**src/hw/rtl/mbsp_pkg.sv**
```systemverilog
// Package for the MIDI byte-stream parser: sizes, byte codes, item and result types.
// Used by the interfaces and by every module of the parser.
package mbsp_pkg;

  localparam int unsigned SYSEX_CAPACITY = 4096;
  localparam int unsigned CNT_W          = $clog2(SYSEX_CAPACITY + 1);
  localparam int unsigned LEN_W          = 13;
  localparam int unsigned CHAN_W         = 5;

  localparam int unsigned QUEUE_DEPTH    = 2;
  localparam int unsigned QPTR_W         = (QUEUE_DEPTH > 1) ? $clog2(QUEUE_DEPTH) : 1;
  localparam int unsigned QCNT_W         = $clog2(QUEUE_DEPTH + 1);

  localparam logic [7:0] SYX_START_BYTE  = 8'hF0;
  localparam logic [7:0] SYX_END_BYTE    = 8'hF7;
  localparam logic [7:0] COMMON_FIRST    = 8'hF1;
  localparam logic [7:0] REALTIME_FIRST  = 8'hF8;
  localparam logic [3:0] HI_PROG_CHANGE  = 4'hC;
  localparam logic [3:0] HI_CHAN_PRESS   = 4'hD;
  localparam logic [7:0] MAKER_ID        = 8'h43;
  localparam logic [3:0] DEVICE_CH_MASK  = 4'hF;

  typedef enum logic [2:0] {
    CLS_DATA      = 3'd0,
    CLS_CHAN      = 3'd1,
    CLS_SYX_START = 3'd2,
    CLS_SYX_END   = 3'd3,
    CLS_COMMON    = 3'd4,
    CLS_REALTIME  = 3'd5
  } cls_e;

  typedef enum logic [1:0] {
    KIND_CHAN     = 2'd0,
    KIND_SYX_BYTE = 2'd1,
    KIND_SYX_END  = 2'd2
  } kind_e;

  typedef struct packed {
    logic [7:0] rx_byte;
    cls_e       cls;
    logic       two_data;
  } item_t;

  typedef struct packed {
    logic              valid;
    item_t             item;
  } q_head_t;

  typedef struct packed {
    kind_e             kind;
    logic [7:0]        status_byte;
    logic [6:0]        data_first;
    logic [6:0]        data_second;
    logic [7:0]        sysex_data;
    logic [LEN_W-1:0]  sysex_length;
    logic [CHAN_W-1:0] syx_channel;
  } res_t;

endpackage

```
**src/hw/rtl/mbsp_intf.sv**
```systemverilog
// Handshake channels of the MIDI byte-stream parser: received bytes in, results out.
// Depends on mbsp_pkg.
interface mbsp_rx_if import mbsp_pkg::*; ();
  logic       valid;
  logic       ready;
  logic [7:0] rx_byte;

  modport source (output valid, output rx_byte, input ready);
  modport sink   (input valid, input rx_byte, output ready);
endinterface

interface mbsp_res_if import mbsp_pkg::*; ();
  logic              valid;
  logic              ready;
  logic [1:0]        kind;
  logic [7:0]        status_byte;
  logic [6:0]        data_first;
  logic [6:0]        data_second;
  logic [7:0]        sysex_data;
  logic [LEN_W-1:0]  sysex_length;
  logic [CHAN_W-1:0] syx_channel;

  modport source (output valid, output kind, output status_byte, output data_first,
                  output data_second, output sysex_data, output sysex_length,
                  output syx_channel, input ready);
  modport sink   (input valid, input kind, input status_byte, input data_first,
                  input data_second, input sysex_data, input sysex_length,
                  input syx_channel, output ready);
endinterface

```
**src/hw/rtl/mbsp_front.sv**
```systemverilog
// Front end: accepts received bytes and classifies them for the back end.
// Depends on mbsp_pkg and mbsp_rx_if.
module mbsp_front import mbsp_pkg::*; (
  mbsp_rx_if.sink rx_i,
  input  logic    full_i,
  output logic    push_o,
  output item_t   item_o
);

  logic [7:0] b;

  assign b          = rx_i.rx_byte;
  assign rx_i.ready = !full_i;
  assign push_o     = rx_i.valid && !full_i;

  always_comb begin
    item_o.rx_byte  = b;
    item_o.two_data = !((b[7:4] == HI_PROG_CHANGE) || (b[7:4] == HI_CHAN_PRESS));
    if (b == SYX_START_BYTE) begin
      item_o.cls = CLS_SYX_START;
    end else if (b >= REALTIME_FIRST) begin
      item_o.cls = CLS_REALTIME;
    end else if (b == SYX_END_BYTE) begin
      item_o.cls = CLS_SYX_END;
    end else if (b >= COMMON_FIRST) begin
      item_o.cls = CLS_COMMON;
    end else if (b[7]) begin
      item_o.cls = CLS_CHAN;
    end else begin
      item_o.cls = CLS_DATA;
    end
  end

endmodule

```
**src/hw/rtl/mbsp_fifo.sv**
```systemverilog
// Short queue of classified bytes between front end and back end.
// Depends on mbsp_pkg.
module mbsp_fifo import mbsp_pkg::*; (
  input  logic    clk_i,
  input  logic    rst_ni,
  input  logic    push_i,
  input  item_t   item_i,
  output logic    full_o,
  input  logic    pop_i,
  output q_head_t head_o
);

  item_t             entry_q [QUEUE_DEPTH];
  logic [QPTR_W-1:0] wr_ptr_q, wr_ptr_d;
  logic [QPTR_W-1:0] rd_ptr_q, rd_ptr_d;
  logic [QCNT_W-1:0] count_q, count_d;
  logic              do_pop;

  assign full_o      = (count_q == QCNT_W'(QUEUE_DEPTH));
  assign head_o.valid = (count_q != '0);
  assign head_o.item  = entry_q[rd_ptr_q];
  assign do_pop       = pop_i && head_o.valid;

  always_comb begin
    wr_ptr_d = wr_ptr_q;
    rd_ptr_d = rd_ptr_q;
    count_d  = count_q;
    if (push_i) begin
      wr_ptr_d = (wr_ptr_q == QPTR_W'(QUEUE_DEPTH - 1)) ? '0 : wr_ptr_q + QPTR_W'(1);
    end
    if (do_pop) begin
      rd_ptr_d = (rd_ptr_q == QPTR_W'(QUEUE_DEPTH - 1)) ? '0 : rd_ptr_q + QPTR_W'(1);
    end
    if (push_i && !do_pop) begin
      count_d = count_q + QCNT_W'(1);
    end else if (do_pop && !push_i) begin
      count_d = count_q - QCNT_W'(1);
    end
  end

  always_ff @(posedge clk_i or negedge rst_ni) begin
    if (!rst_ni) begin
      wr_ptr_q <= '0;
      rd_ptr_q <= '0;
      count_q  <= '0;
    end else begin
      wr_ptr_q <= wr_ptr_d;
      rd_ptr_q <= rd_ptr_d;
      count_q  <= count_d;
    end
  end

  always_ff @(posedge clk_i) begin
    if (push_i) begin
      entry_q[wr_ptr_q] <= item_i;
    end
  end

endmodule

```
**src/hw/rtl/mbsp_back.sv**
```systemverilog
// Back end: running-status and SysEx state, result formation and output register.
// Depends on mbsp_pkg and mbsp_res_if.
module mbsp_back import mbsp_pkg::*; (
  input  logic        clk_i,
  input  logic        rst_ni,
  input  q_head_t     head_i,
  output logic        pop_o,
  mbsp_res_if.source  res_o
);

  logic [7:0]       running_status_q, running_status_d;
  logic [1:0]       data_seen_q, data_seen_d;
  logic [1:0]       data_needed_q, data_needed_d;
  logic [6:0]       held_data_q, held_data_d;
  logic             in_sysex_q, in_sysex_d;
  logic [CNT_W-1:0] sysex_count_q, sysex_count_d;
  logic [7:0]       sysex_maker_q, sysex_maker_d;
  logic [7:0]       sysex_device_q, sysex_device_d;
  logic             out_valid_q, out_valid_d;
  res_t             res_q, res_d;

  logic             step;
  logic             emit;
  logic [7:0]       b;
  logic             stored;
  logic [CNT_W-1:0] cnt_new;
  logic [1:0]       seen_inc;

  // Advance while the output register is free or being drained.
  assign pop_o = head_i.valid && (!out_valid_q || res_o.ready);
  assign step  = pop_o;
  assign b     = head_i.item.rx_byte;

  always_comb begin
    running_status_d = running_status_q;
    data_seen_d      = data_seen_q;
    data_needed_d    = data_needed_q;
    held_data_d      = held_data_q;
    in_sysex_d       = in_sysex_q;
    sysex_count_d    = sysex_count_q;
    sysex_maker_d    = sysex_maker_q;
    sysex_device_d   = sysex_device_q;
    emit             = 1'b0;
    res_d            = '0;
    res_d.kind       = KIND_CHAN;
    stored           = (sysex_count_q < CNT_W'(SYSEX_CAPACITY));
    cnt_new          = stored ? sysex_count_q + CNT_W'(1) : sysex_count_q;
    seen_inc         = data_seen_q + 2'd1;

    if (in_sysex_q) begin
      if (stored) begin
        if (sysex_count_q == CNT_W'(1)) begin
          sysex_maker_d = b;
        end else if (sysex_count_q == CNT_W'(2)) begin
          sysex_device_d = b;
        end
      end
      sysex_count_d = cnt_new;
      if (head_i.item.cls == CLS_SYX_END) begin
        emit               = 1'b1;
        res_d.kind         = KIND_SYX_END;
        res_d.sysex_data   = SYX_END_BYTE;
        res_d.sysex_length = LEN_W'(cnt_new);
        if ((cnt_new > CNT_W'(2)) && (sysex_maker_d == MAKER_ID)) begin
          res_d.syx_channel = {1'b0, sysex_device_d[3:0] & DEVICE_CH_MASK}
                              + CHAN_W'(1);
        end
        in_sysex_d    = 1'b0;
        sysex_count_d = '0;
      end else if (stored) begin
        emit               = 1'b1;
        res_d.kind         = KIND_SYX_BYTE;
        res_d.sysex_data   = b;
        res_d.sysex_length = LEN_W'(cnt_new);
      end
    end else begin
      case (head_i.item.cls)
        CLS_SYX_START: begin
          in_sysex_d         = 1'b1;
          sysex_count_d      = CNT_W'(1);
          sysex_maker_d      = '0;
          sysex_device_d     = '0;
          emit               = 1'b1;
          res_d.kind         = KIND_SYX_BYTE;
          res_d.sysex_data   = b;
          res_d.sysex_length = LEN_W'(1);
        end
        CLS_SYX_END, CLS_COMMON: begin
          running_status_d = '0;
          data_seen_d      = '0;
        end
        CLS_CHAN: begin
          running_status_d = b;
          data_seen_d      = '0;
          data_needed_d    = head_i.item.two_data ? 2'd2 : 2'd1;
        end
        CLS_DATA: begin
          if (running_status_q != '0) begin
            if (seen_inc >= data_needed_q) begin
              data_seen_d       = '0;
              emit              = 1'b1;
              res_d.kind        = KIND_CHAN;
              res_d.status_byte = running_status_q;
              if (data_needed_q == 2'd2) begin
                res_d.data_first  = held_data_q;
                res_d.data_second = b[6:0];
              end else begin
                res_d.data_first  = b[6:0];
              end
            end else begin
              data_seen_d = seen_inc;
              held_data_d = b[6:0];
            end
          end
        end
        default: begin
          // real-time bytes outside SysEx: drop
        end
      endcase
    end

    if (step) begin
      out_valid_d = emit;
    end else if (res_o.ready) begin
      out_valid_d = 1'b0;
    end else begin
      out_valid_d = out_valid_q;
    end
  end

  always_ff @(posedge clk_i or negedge rst_ni) begin
    if (!rst_ni) begin
      running_status_q <= '0;
      data_seen_q      <= '0;
      data_needed_q    <= '0;
      held_data_q      <= '0;
      in_sysex_q       <= 1'b0;
      sysex_count_q    <= '0;
      sysex_maker_q    <= '0;
      sysex_device_q   <= '0;
      out_valid_q      <= 1'b0;
    end else begin
      out_valid_q <= out_valid_d;
      if (step) begin
        running_status_q <= running_status_d;
        data_seen_q      <= data_seen_d;
        data_needed_q    <= data_needed_d;
        held_data_q      <= held_data_d;
        in_sysex_q       <= in_sysex_d;
        sysex_count_q    <= sysex_count_d;
        sysex_maker_q    <= sysex_maker_d;
        sysex_device_q   <= sysex_device_d;
      end
    end
  end

  always_ff @(posedge clk_i) begin
    if (step) begin
      res_q <= res_d;
    end
  end

  assign res_o.valid        = out_valid_q;
  assign res_o.kind         = res_q.kind;
  assign res_o.status_byte  = res_q.status_byte;
  assign res_o.data_first   = res_q.data_first;
  assign res_o.data_second  = res_q.data_second;
  assign res_o.sysex_data   = res_q.sysex_data;
  assign res_o.sysex_length = res_q.sysex_length;
  assign res_o.syx_channel  = res_q.syx_channel;

`ifndef SYNTHESIS
  a_sysex_count_open : assert property (@(posedge clk_i) disable iff (!rst_ni)
    in_sysex_q == (sysex_count_q != '0))
    else $error("sysex count disagrees with sysex open flag");

  a_sysex_count_cap : assert property (@(posedge clk_i) disable iff (!rst_ni)
    sysex_count_q <= CNT_W'(SYSEX_CAPACITY))
    else $error("sysex count beyond capacity");

  a_data_seen_range : assert property (@(posedge clk_i) disable iff (!rst_ni)
    data_seen_q < 2'd2)
    else $error("data count past message length");

  a_chan_has_status : assert property (@(posedge clk_i) disable iff (!rst_ni)
    (out_valid_q && (res_q.kind == KIND_CHAN)) |-> res_q.status_byte[7])
    else $error("channel result without a status byte");
`endif

endmodule

```
**src/hw/rtl/midi_byte_stream_parser.sv**
```systemverilog
// MIDI byte-stream parser with running status and SysEx streaming.
// An accepted byte is queued; its result is formed from the queue head and registered.
// Throughput: one byte per cycle; the two-entry queue and the output register keep
// the input open while a result waits. rx ready drops only when the queue is full.
// Reset (rst_ni, asynchronous, active low) clears running status, SysEx state and valids.
module midi_byte_stream_parser import mbsp_pkg::*; (
  input  logic       clk_i,
  input  logic       rst_ni,
  mbsp_rx_if.sink    rx_i,
  mbsp_res_if.source res_o
);

  logic    push;
  logic    full;
  logic    pop;
  item_t   item;
  q_head_t head;

  mbsp_front u_front (
    .rx_i   (rx_i),
    .full_i (full),
    .push_o (push),
    .item_o (item)
  );

  mbsp_fifo u_fifo (
    .clk_i  (clk_i),
    .rst_ni (rst_ni),
    .push_i (push),
    .item_i (item),
    .full_o (full),
    .pop_i  (pop),
    .head_o (head)
  );

  mbsp_back u_back (
    .clk_i  (clk_i),
    .rst_ni (rst_ni),
    .head_i (head),
    .pop_o  (pop),
    .res_o  (res_o)
  );

endmodule

```
**src/flat_wrapper.sv**
```systemverilog
// flat-port wrapper written by rule: the top's interface ports become plain ports
module midi_byte_stream_parser_flat import mbsp_pkg::*;
  (clk_i, rst_ni, rx_i_valid, rx_i_rx_byte, rx_i_ready, res_o_valid, res_o_kind, res_o_status_byte, res_o_data_first, res_o_data_second, res_o_sysex_data, res_o_sysex_length, res_o_syx_channel, res_o_ready);
  mbsp_rx_if rx_i_i ();
  mbsp_res_if res_o_i ();
  input  logic clk_i;
  input  logic rst_ni;
  input wire logic [$bits(rx_i_i.valid)-1:0] rx_i_valid;
  input wire logic [$bits(rx_i_i.rx_byte)-1:0] rx_i_rx_byte;
  output wire logic [$bits(rx_i_i.ready)-1:0] rx_i_ready;
  output wire logic [$bits(res_o_i.valid)-1:0] res_o_valid;
  output wire logic [$bits(res_o_i.kind)-1:0] res_o_kind;
  output wire logic [$bits(res_o_i.status_byte)-1:0] res_o_status_byte;
  output wire logic [$bits(res_o_i.data_first)-1:0] res_o_data_first;
  output wire logic [$bits(res_o_i.data_second)-1:0] res_o_data_second;
  output wire logic [$bits(res_o_i.sysex_data)-1:0] res_o_sysex_data;
  output wire logic [$bits(res_o_i.sysex_length)-1:0] res_o_sysex_length;
  output wire logic [$bits(res_o_i.syx_channel)-1:0] res_o_syx_channel;
  input wire logic [$bits(res_o_i.ready)-1:0] res_o_ready;
  assign rx_i_i.valid = rx_i_valid;
  assign rx_i_i.rx_byte = rx_i_rx_byte;
  assign rx_i_ready = rx_i_i.ready;
  assign res_o_valid = res_o_i.valid;
  assign res_o_kind = res_o_i.kind;
  assign res_o_status_byte = res_o_i.status_byte;
  assign res_o_data_first = res_o_i.data_first;
  assign res_o_data_second = res_o_i.data_second;
  assign res_o_sysex_data = res_o_i.sysex_data;
  assign res_o_sysex_length = res_o_i.sysex_length;
  assign res_o_syx_channel = res_o_i.syx_channel;
  assign res_o_i.ready = res_o_ready;
  midi_byte_stream_parser u_core (.clk_i(clk_i), .rst_ni(rst_ni), .rx_i(rx_i_i), .res_o(res_o_i));
endmodule
```
**config.mk**
```make
export PLATFORM = sky130hd
export DESIGN_NAME = midi_byte_stream_parser_flat
export DESIGN_NICKNAME = d
export VERILOG_FILES = /design/src/hw/rtl/mbsp_pkg.sv /design/src/hw/rtl/mbsp_intf.sv /design/src/hw/rtl/mbsp_front.sv /design/src/hw/rtl/mbsp_fifo.sv /design/src/hw/rtl/mbsp_back.sv /design/src/hw/rtl/midi_byte_stream_parser.sv /design/src/flat_wrapper.sv
export SDC_FILE = /design/constraint.sdc
export NUM_CORES = 1
export LEC_CHECK = 0
export ABC_AREA = 1
export BUFFER_PORTS_ARGS = -buffer_cell sky130_fd_sc_hd__buf_2
export CELL_PAD_IN_SITES_DETAIL_PLACEMENT = 0
export CELL_PAD_IN_SITES_GLOBAL_PLACEMENT = 1
export CORE_ASPECT_RATIO = 1.75
export CORE_MARGIN = 2
export CORE_UTILIZATION = 40
export CTS_CLUSTER_SIZE = 8
export DETAILED_ROUTE_END_ITERATION = 8
export PLACE_DENSITY = 0.73
export SYNTH_ARGS = -nofsm -noshare
export SYNTH_HDL_FRONTEND = slang
export SYNTH_HIERARCHICAL = 1
export SYNTH_SLANG_ARGS = --single-unit
export TNS_END_PERCENT = 20
```
**constraint.sdc**
```tcl
create_clock -name clk_i -period 3.95 [get_ports clk_i]
set_input_delay 0.79 -clock clk_i [delete_from_list [all_inputs] [get_ports clk_i]]
set_output_delay 0.79 -clock clk_i [all_outputs]
set_load 0.02 [all_outputs]
```
==> summary.md <==
| Metric | Value |
|---|---|
| Status | completed |
| Register area share after synthesis | 61.04% |
| RePlAce Congestion | 0.8313 |
| Share of synthesized cell area in full adder, half adder and majority cells | 1.759% |
| Die height | 161.8 um |
| CTS clk-pin slew, worst paths | 0.06 ns |
| Placed insts | 816 |
| Port bufs | 63 |
| Drt via density | 4.968 |
| Element type at the critical path start | flip-flop |
| Maximum VDD drop | 0.3315 mV |
| Clk Latency, worst-skew pair | 0.41 ns |
| Post-Syn Instances | 591 |
| Num ports | 64 |
| Final Cycle Share | 74.75% |
| Synth top area share | 39.05% |
| Slowest CP cell | dfrtp_1 |
| Post-synthesis mux area share | 0% |
| Arrival time worst endpoint | 3.21 ns |
| TritonCTS clock tree | built |
| Worst path max stage delay | 0.60 ns |
| Top delay family on crit path | simple AND/OR/NAND/NOR gates |
| Measured slew at the worst slew-check pin | 0.9796 ns |
| Final clock skew | 0.007267 ns |
| Synth Area in Compound Gates | 7.652% |
| Register bit total from synthesis | 124 |
| Iter 0 DRT Violations | 279 |
| Worst min path class | flip-flop to flip-flop |
| Xor-xnor portion of the synthesized cell area | 1.077% |
| Fin nets | 678 |
| Leading area contributor after synthesis | edfxtp_1 |
| Largest net degree at the start of global routing | 43 |
| Post-Layout Cell Count | 848 |
| Layout cells sized above 1 | 19.08% |
| CP bufs+invs | 4 |
| Post-CTS Hold Buffers | 0 |
| Post-CTS sizing | 0 |
| Yosys warning total | 6 |
| Most numerous cell in the Yosys netlist | nand2_1 |
| Max Fanout on Critical Path | 16 |
| Synth unique cells | 32 |
| Post-DP HPWL | 9607 um |
| Final hold vios | 0 |
| Setup slack after placement | 1.070 ns |
| Pwr Density | 953.5 nW/um^2 |
| Asr flop ratio synth | 40.32% |
| Worst EP required | 4.20 ns |
| 1st-pass router iterations | 6 |
| Min Tclk post-route | 2.953 ns |
| TNS Setup | 0 ns |
| CTS Sinks | 124 |
| Syn Std Cell Area | 5690 um^2 |
| Critical path type | flip-flop to flip-flop |
| WL/cell | 15.43 um |
| Post-synth top cells | 153 x nand2_1, 76 x inv_1, 74 x edfxtp_1 |
| Ant. Diodes | 0 |
| Core area | 13910 um^2 |
| Predominant post-synthesis flop cell | edfxtp_1 |
| Final Max Slew Viols | 0 |
| Clock Tree Buf Depth | 2 |
| Gr ovfl total | 0 |
| Post-CTS setup buffer count | 0 |
| EDFF count, synth | 74 |
| Max-cap check violation count | 0 |
| Num CTS Buffers | 17 |
| Detail Route Antenna Nets | 0 |
| CP most frequent cell | nor2_1 |
| Final setup violation count | 0 |
| # DRC | 0 |
| Total Routing Usage GR | 18.48% |
| Via count | 4213 |
| Filler instances | 1331 |
| Synthesis-to-finish area growth | 18.51% |
| Post-Synth Simple-Gate Area | 20.87% |
| Crit-path cells | inv_2 > nand2_1 > nand2_1 > nor2_1 > inv_2 > nor2_1 > inv_2 > nor2_1 > nand3_1 > inv_1 > nand2_1 > nor2_1 |
| Synthesized Nets | 611 |
| RSZ-0062 raised after global routing | no |
| Synth Area per Inst | 9.629 um^2 |
| Highest clock rate | 338.7 MHz |
| Final WS setup | 0.9972 ns |
| Die footprint | 15230 um^2 |
| Initial antenna violation count | 0 |
| First-pass GRT wire length | 21190 um |
| Largest cells by area after synthesis | edfxtp_1 39%, dfrtp_1 22%, nand2_1 10% |
| H-tree depth | 4 |
| Crit. End Element | flip-flop |
| Row cnt | 57 |
| Initial Util | 40.92% |
| Max-slew headroom | 34.45% |
| DRT Wirelength | 13090 um |
| Main combinational cell family by area after synthesis | simple AND/OR/NAND/NOR gates |
| Pleak | 3.096 nW |
| DIE WIDTH | 94.16 um |
| Vias in the first global route | 4161 |
| CTS Root Cell | clkbuf_16 |
| Fin util | 48.49% |
-- cells by family after synthesis --
| logic type | count (synthesis) |
|---|---|
| AND/OR/NAND/NOR | 277 |
| flip-flops | 124 |
| buffers and inverters | 102 |
| AO/OA/AOI/OAI | 73 |
| adder cells (fa/ha/maj) | 8 |
| XOR/XNOR | 7 |
-- through the flow --
stage          power [mW]  hold slack, ns  area (um^2)
3_3_place_gp        4.836          0.4551         6132
2_1_floorplan       4.101          0.4417         5690
6_report            6.430          0.4697         6744
3_5_place_dp        4.870          0.4586         6132
4_1_cts             6.487          0.4732         6744
5_1_grt             6.867          0.5066         6744
-- flip-flops by register name (all words and copies together) (netlist names) --
name and flops:
u_core/u_back/data_needed_q 2, u_core/u_back/data_seen_q 2, u_core/u_back/held_data_q 7, u_core/u_back/in_sysex_q 1, u_core/u_back/res_o.data_first 7, u_core/u_back/res_o.data_second 7, u_core/u_back/res_o.kind 2, u_core/u_back/res_o.status_byte 8
u_core/u_back/res_o.sysex_data 8, u_core/u_back/res_o.sysex_length 13, u_core/u_back/res_o.syx_channel 5, u_core/u_back/res_o.valid 1, u_core/u_back/running_status_q 8, u_core/u_back/sysex_count_q 13, u_core/u_back/sysex_device_q 4, u_core/u_back/sysex_maker_q 8
u_core/u_fifo/count_q 2, u_core/u_fifo/entry_q 24, u_core/u_fifo/rd_ptr_q 1, u_core/u_fifo/wr_ptr_q 1
-- worst min-delay path: stages, from the launching register on --
cell and delay, ns:
dfrtp_1 0.34, nand2_1 0.05, nand2_1 0.05
-- routing by layer --
layer / up-vias / part of all wire [%] / track usage [%]
met2: 105 / 53 / 32.50
met4: 0 / 2.6 / 8.498
li1: 2070 / - / -
met1: 2016 / 40 / 21.43
met3: 22 / 4.3 / 3.525
met5: - / 0 / 0
-- final timing paths --
check | end | start | cells after the start | slack, ns
setup / recovery | u_core/u_back/res_o.data_second[2] | u_core/u_fifo/rd_ptr_q | 12 | 1.0
hold / removal | u_core/u_fifo/count_q[1] | u_core/u_fifo/count_q[1] | 2 | 0.47
setup reg to reg | u_core/u_back/res_o.data_second[2] | u_core/u_fifo/rd_ptr_q | 12 | 1.0
hold reg to reg | u_core/u_fifo/count_q[1] | u_core/u_fifo/count_q[1] | 2 | 0.47
max in group asynchronous | u_core/u_fifo/count_q[0] | rst_ni | 2 | 2.69
min in group asynchronous | u_core/u_back/sysex_count_q[6] | rst_ni | 1 | 0.53
-- power by group --
part | total (mW) | internal, mW | switching [mW]
sequential | 2.24 | 1.99 | 0.246
combinational | 2.59 | 0.714 | 1.88
clock | 1.60 | 1.00 | 0.596
-- area by class of cell --
type                       count  area (um^2)  share of cell area, %
inverter                      84        315.3                  4.675
timing repair buffer          66        337.8                  5.009
clock inverter                15        186.4                  2.764
sequential                   124         3473                  51.50
clock buffer                  17        425.4                  6.308
tap                          177        221.5                  3.284
multi-input combinational    365         1784                  26.46
-- cells in the final DEF, fill, tap and decap left out, types with 4 or more instances in the layout --
cell type	instances
nor2_2	8
o22ai_1	23
a21oi_1	17
clkbuf_16	17
o21ai_1	10
nand2_1	153
inv_6	5
clkinvlp_4	4
dfrtp_1	50
o21ai_0	11
inv_2	9
a22o_1	7
buf_2	63
nand2_2	5
ha_1	8
edfxtp_1	74
inv_1	75
nor2_1	64
nand4_1	9
nand3_1	27
xor2_1	5
Power figures use the tool's default switching activity.
